## src/design/nnts_pkg.sv

```systemverilog
// ----------------------------------------------------------------------------
// nnts_pkg
// Shared constants and types of the nearest-neighbor tour search block.
// ----------------------------------------------------------------------------
`default_nettype none

package nnts_pkg;

  localparam int unsigned MAX_NODES_DEF   = 16;
  localparam int unsigned WEIGHT_BITS_DEF = 16;

  // Fixed port widths
  localparam int unsigned NODE_W   = 4;
  localparam int unsigned WEIGHT_W = 16;
  localparam int unsigned LEN_W    = 20;
  localparam int unsigned CFG_W    = 5;
  localparam int unsigned PADDR_W  = 3;
  localparam int unsigned PDATA_W  = 32;

  localparam logic [LEN_W-1:0] LEN_MAX        = '1;
  localparam logic [CFG_W-1:0] NODE_COUNT_RST = CFG_W'(16);

  // Register word index (paddr[2])
  localparam logic REG_NODE_COUNT = 1'b0;

  // Controller to datapath commands
  typedef struct packed {
    logic write_in;
    logic begin_search;
    logic init_tour;
    logic scan_rd;
    logic pick;
    logic close_rd;
    logic close;
    logic emit_rd;
    logic emit_first;
    logic load_out;
    logic emit_last;
  } cmd_t;

endpackage

`default_nettype wire

```

## src/design/nnts_ctrl.sv

```systemverilog
// ----------------------------------------------------------------------------
// nnts_ctrl
// Sequencer: edge loading, per-start tour build, scan/pick loops, emission.
// ----------------------------------------------------------------------------
`default_nettype none

module nnts_ctrl #(
  parameter int unsigned MAX_NODES = nnts_pkg::MAX_NODES_DEF,
  localparam int unsigned IDX_W    = $clog2(MAX_NODES),
  localparam int unsigned CNT_W    = $clog2(MAX_NODES + 1)
) (
  input  wire logic                       clk_i,
  input  wire logic                       rst_ni,
  input  wire logic                       in_valid_i,
  input  wire logic                       in_last_i,
  output logic                            in_ready_o,
  input  wire logic [nnts_pkg::CFG_W-1:0] node_count_i,
  input  wire logic                       out_free_i,
  output nnts_pkg::cmd_t                  cmd_o,
  output logic [IDX_W-1:0]                start_idx_o,
  output logic [IDX_W-1:0]                scan_idx_o,
  output logic [IDX_W-1:0]                route_idx_o,
  output logic [IDX_W-1:0]                emit_idx_o
);

  typedef enum logic [8:0] {
    ST_IDLE     = 9'b000000001,
    ST_INIT     = 9'b000000010,
    ST_SCAN     = 9'b000000100,
    ST_DRAIN    = 9'b000001000,
    ST_PICK     = 9'b000010000,
    ST_CLOSE_RD = 9'b000100000,
    ST_CLOSE    = 9'b001000000,
    ST_EMIT_RD  = 9'b010000000,
    ST_EMIT_LD  = 9'b100000000
  } state_e;

  state_e           state_q, state_d;
  logic [CNT_W-1:0] n_q, n_d;
  logic [CNT_W-1:0] s_q, s_d;
  logic [CNT_W-1:0] k_q, k_d;
  logic [CNT_W-1:0] j_q, j_d;
  logic [CNT_W-1:0] e_q, e_d;
  logic [CNT_W-1:0] n_last;
  logic [CNT_W-1:0] n_clamp;
  int unsigned      cfg_v;

  assign n_last = n_q - CNT_W'(1);

  always_comb begin
    cfg_v = 32'(node_count_i);
    if (cfg_v < 2) begin
      n_clamp = CNT_W'(2);
    end else if (cfg_v > MAX_NODES) begin
      n_clamp = CNT_W'(MAX_NODES);
    end else begin
      n_clamp = CNT_W'(cfg_v);
    end
  end

  assign start_idx_o = s_q[IDX_W-1:0];
  assign scan_idx_o  = j_q[IDX_W-1:0];
  assign route_idx_o = k_q[IDX_W-1:0];
  assign emit_idx_o  = (e_q == n_q) ? '0 : e_q[IDX_W-1:0];

  always_comb begin
    state_d    = state_q;
    n_d        = n_q;
    s_d        = s_q;
    k_d        = k_q;
    j_d        = j_q;
    e_d        = e_q;
    in_ready_o = 1'b0;
    cmd_o      = '0;
    unique case (state_q)
      ST_IDLE: begin
        in_ready_o     = 1'b1;
        cmd_o.write_in = in_valid_i;
        if (in_valid_i && in_last_i) begin
          cmd_o.begin_search = 1'b1;
          n_d     = n_clamp;
          s_d     = '0;
          state_d = ST_INIT;
        end
      end
      ST_INIT: begin
        cmd_o.init_tour = 1'b1;
        k_d     = CNT_W'(1);
        j_d     = '0;
        state_d = ST_SCAN;
      end
      ST_SCAN: begin
        cmd_o.scan_rd = 1'b1;
        j_d = j_q + CNT_W'(1);
        if (j_q == n_last) begin
          state_d = ST_DRAIN;
        end
      end
      ST_DRAIN: begin
        state_d = ST_PICK;
      end
      ST_PICK: begin
        cmd_o.pick = 1'b1;
        j_d = '0;
        if (k_q == n_last) begin
          state_d = ST_CLOSE_RD;
        end else begin
          k_d     = k_q + CNT_W'(1);
          state_d = ST_SCAN;
        end
      end
      ST_CLOSE_RD: begin
        cmd_o.close_rd = 1'b1;
        state_d = ST_CLOSE;
      end
      ST_CLOSE: begin
        cmd_o.close = 1'b1;
        if (s_q == n_last) begin
          e_d     = CNT_W'(1);
          state_d = ST_EMIT_RD;
        end else begin
          s_d     = s_q + CNT_W'(1);
          state_d = ST_INIT;
        end
      end
      ST_EMIT_RD: begin
        cmd_o.emit_rd    = 1'b1;
        cmd_o.emit_first = (e_q == CNT_W'(1));
        state_d = ST_EMIT_LD;
      end
      ST_EMIT_LD: begin
        if (out_free_i) begin
          cmd_o.load_out  = 1'b1;
          cmd_o.emit_last = (e_q == n_q);
          if (e_q == n_q) begin
            state_d = ST_IDLE;
          end else begin
            e_d     = e_q + CNT_W'(1);
            state_d = ST_EMIT_RD;
          end
        end
      end
      default: begin
        state_d = ST_IDLE;
      end
    endcase
  end

  always_ff @(posedge clk_i or negedge rst_ni) begin
    if (!rst_ni) begin
      state_q <= ST_IDLE;
      n_q     <= CNT_W'(MAX_NODES);
      s_q     <= '0;
      k_q     <= '0;
      j_q     <= '0;
      e_q     <= '0;
    end else begin
      state_q <= state_d;
      n_q     <= n_d;
      s_q     <= s_d;
      k_q     <= k_d;
      j_q     <= j_d;
      e_q     <= e_d;
    end
  end

  a_scan_in_range: assert property (@(posedge clk_i) disable iff (!rst_ni)
    state_q == ST_SCAN |-> j_q < n_q)
    else $error("scan index beyond node count");

  a_last_start_emits: assert property (@(posedge clk_i) disable iff (!rst_ni)
    (state_q == ST_CLOSE && s_q == n_last) |=> state_q == ST_EMIT_RD)
    else $error("search did not move to emission after last start");

  a_idle_after_last: assert property (@(posedge clk_i) disable iff (!rst_ni)
    (cmd_o.load_out && cmd_o.emit_last) |=> in_ready_o)
    else $error("block not ready after last tour edge");

endmodule

`default_nettype wire

```

## config.mk

```make
export PLATFORM = sky130hd
export DESIGN_NAME = nnts_ctrl
export DESIGN_NICKNAME = d
export VERILOG_FILES = /design/src/design/nnts_pkg.sv /design/src/design/nnts_ctrl.sv
export SDC_FILE = /design/constraint.sdc
export NUM_CORES = 1
export LEC_CHECK = 0
export ABC_AREA = 1
export BUFFER_PORTS_ARGS = -buffer_cell sky130_fd_sc_hd__buf_2
export CAP_MARGIN = 25
export CORE_ASPECT_RATIO = 1.1
export CORE_MARGIN = 3
export CORE_UTILIZATION = 40
export CTS_CLUSTER_SIZE = 14
export DETAILED_ROUTE_END_ITERATION = 10
export PLACE_DENSITY_LB_ADDON = 0.25
export SLEW_MARGIN = 20
export SYNTH_ARGS = -nofsm -noshare
export SYNTH_HDL_FRONTEND = slang
export SYNTH_SLANG_ARGS = --single-unit
export TNS_END_PERCENT = 50
```

## constraint.sdc

```tcl
create_clock -name clk_i -period 2.6 [get_ports clk_i]
set_input_delay 0.52 -clock clk_i [delete_from_list [all_inputs] [get_ports clk_i]]
set_output_delay 0.52 -clock clk_i [all_outputs]
set_load 0.01 [all_outputs]
```

==> summary.txt <==
Yosys
  – Post-synthesis cell count: 370
  – Post-Syn Area: 0.00252 mm²
  – Cell variety after synth: 28
  – Syn_area_per_cell: 6.82 µm²
  – FF+latch count, synth: 34
  – Syn_nets: 386
  – Share of the synthesized area in the top cell type: 0.317
  – Yosys warning count: 0
  – Largest cells by area after synthesis: dfrtp_1 (32%), nand2_1 (16%), nand3_1 (9.3%), inv_1 (7.3%), nor2_1 (5.8%)
  – Post-synthesis sequential area ratio: 0.338
  – Synth area leader: dfrtp_1

Critical path
  – Crit start category: flip-flop
  – Worst Path Required: 2080 ps
  – Crit-path max FO: 12
  – Worst Setup Path Type: reg2out
  – Crit path capture type: primary output
  – Critical path arrival: 1760 ps

Timing
  – Worst Skew: between 3 and 4 ps
  – Tmin final: approximately 2300 ps
  – Hold Fails Final Rpt: 0
  – Tightest Pin Transition: between 700 and 800 ps
  – RSZ-0062 raised after global routing: no
  – Final setup vio count: 0
  – Setup Total Neg Slack: 0 ps
  – Highest Clock Rate: between 400 and 500 MHz
  – Final period utilization: 0.877
  – Slew Limit Fails: 0
  – Max transition margin: 0.493

Clock tree
  – Post-CTS Setup Bufs: 0
  – CTS tree: yes
  – Root Driver: clkbuf_8
  – Clock transition at path regs: about 70 ps
  – Clock Sinks: 34
  – Worst-Skew Late Latency: 290 ps
  – Inserted Clock Buffers: 5
  – H-Tree Depth: 2
  – Max clock buf depth: 2
  – Post-cts hold buffer count: 0
  – CTS-repair resized insts: 0

Die
  – Die area: 0.00730 mm²
  – Core area: just under 0.006 mm²
  – IO Pins: 38
  – Num rows: 29
  – Die Height: 89.3 µm
  – Initial core utilization: 0.424
  – Die Wd: 81.8 µm

Flow run
  – MaxCap Viol Count: 0

Placement
  – PortBufs: 37
  – RePlAce Congestion: 0.866
  – Post-DP HPWL: between 4000 and 5000 µm

Detailed routing
  – DRC Markers: 0
  – DRT Wirelength: 6140 µm
  – Total number of vias: 2392
  – DRT Pass-1 Iters: 4
  – Post-DRT Antenna Nets: 0
  – Vias per std cell: 5.00
  – DRT iter0 DRCs: around 230
  – Routed len/inst: between 10 and 15 µm

Final layout
  – Nets: roughly 420
  – Commonest non-fill, non-tap cells in the layout: nand2_1 (107), inv_1 (49), nand3_1 (47), nor2_1 (39), buf_2 (37)
  – Layout cell share with drive strength beyond 1: 0.167
  – Leading cell type in the layout, fill and taps excluded: nand2_1
  – ANT cells: 0
  – Syn-to-layout area delta: 10.8%

Pwr
  – Power Total: 2.26 mW
  – Power per Cell Area: 808 mW/mm²
  – Peak VDD IR: 393 µV
  – Leakage: between 1.5 and 2 nW

Worst hold path
  – HP Class: in2async

Global routing
  – Largest net degree at the start of global routing: 35
  – Total Routing Usage GR: 0.188
  – Initial antenna violation count: 0
  – First-pass GRT wire length: 10500 µm
  – Number of global-route vias before repair: ~2200
  – Grt ovf: 0

Run status
  – Status: finished clean
[cell families after synthesis]
group,share of synthesized area
adders and majority gates,0.0297
and+or+nand+nor,0.424
AOI/OAI and AO/OA,0.0357
xor gates and xnor gates,0.0520
buffers and inverters,0.120
DFF,0.338
[synth_stat cells]
cell and number:
a211oi_1 1, nand2_4 1, nand3b_1 1, nand2_1 107, o21ai_0 6, xor2_1 9
nor3b_4 1, nand3_1 47, xnor2_1 6, nor2_4 4, nand4_1 9, ha_1 6
nor2_1 39, nor3b_1 1, inv_1 49, a21oi_1 5, inv_2 5, nor3_1 9
o31ai_2 1, dfstp_2 2, nand3_2 4, dfrtp_1 32, o21a_1 1, buf_4 13
nor4_1 4, a21boi_0 1, nand2_2 5, clkbuf_1 1
[flip-flops by register name, summed over array words and instances (netlist names)]
| signal | cells |
|---|---|
| k_q | 5 |
| s_q | 5 |
| state_q | 9 |
| e_q | 5 |
| j_q | 5 |
| n_q | 5 |
[path summary, 6_finish.rpt]
path	start	endpoint	slack, ps	cells after the start
min in group clk_i	node_count_i[0]	n_q[0]	470	3
max reg2reg	n_q[0]	e_q[2]	520	14
max	state_q[8]	cmd_o[9]	320	6
max in group asynchronous	rst_ni	e_q[0]	1810	1
min reg2reg	s_q[3]	s_q[3]	510	2
min	rst_ni	j_q[1]	300	1
[critical path, stage by stage (launching register included)]
cell and delay (ps):
dfrtp_1 450, inv_2 190, nand2_1 70, nor2_1 120, nand2_2 110, nor3b_4 330, buf_2 200
[routing by layer]
metal | part of all wire | vias up | GRT usage
li1 | - | 1223 | -
met1 | 0.47 | 1107 | 0.255
met2 | 0.46 | 53 | 0.301
met3 | 0.048 | 9 | 0.0353
met4 | 0.019 | 0 | 0.0634
met5 | 0 | - | 0
[final cells by class]
class                      instances  area (µm²)
sequential                        34         853
clock inverter                     1        5.00
timing repair buffer              37         185
clock buffer                       7        86.3
inverter                          54         203
tap                               77        96.3
multi-input combinational        268        1370
fill                             646        3150
[power breakdown]
part	total [mW]	internal, mW	switching, mW	leakage, nW
Clock	0.401	0.213	0.188	0.0482
Combinational	1.11	0.377	0.735	1.06
Sequential	0.748	0.623	0.125	0.455
[through the flow]
stage,setup WS (ps),utilization,hold WS (ps),cell area (µm²),cells
global placement,601,0.455,482,2710,470
detailed placement,539,0.455,497,2710,470
finish,321,0.470,299,2800,478
global route,137,0.470,362,2800,478
CTS,319,0.470,338,2800,478
floorplan,831,-,224,2520,370
Power figures use the tool's default switching activity.
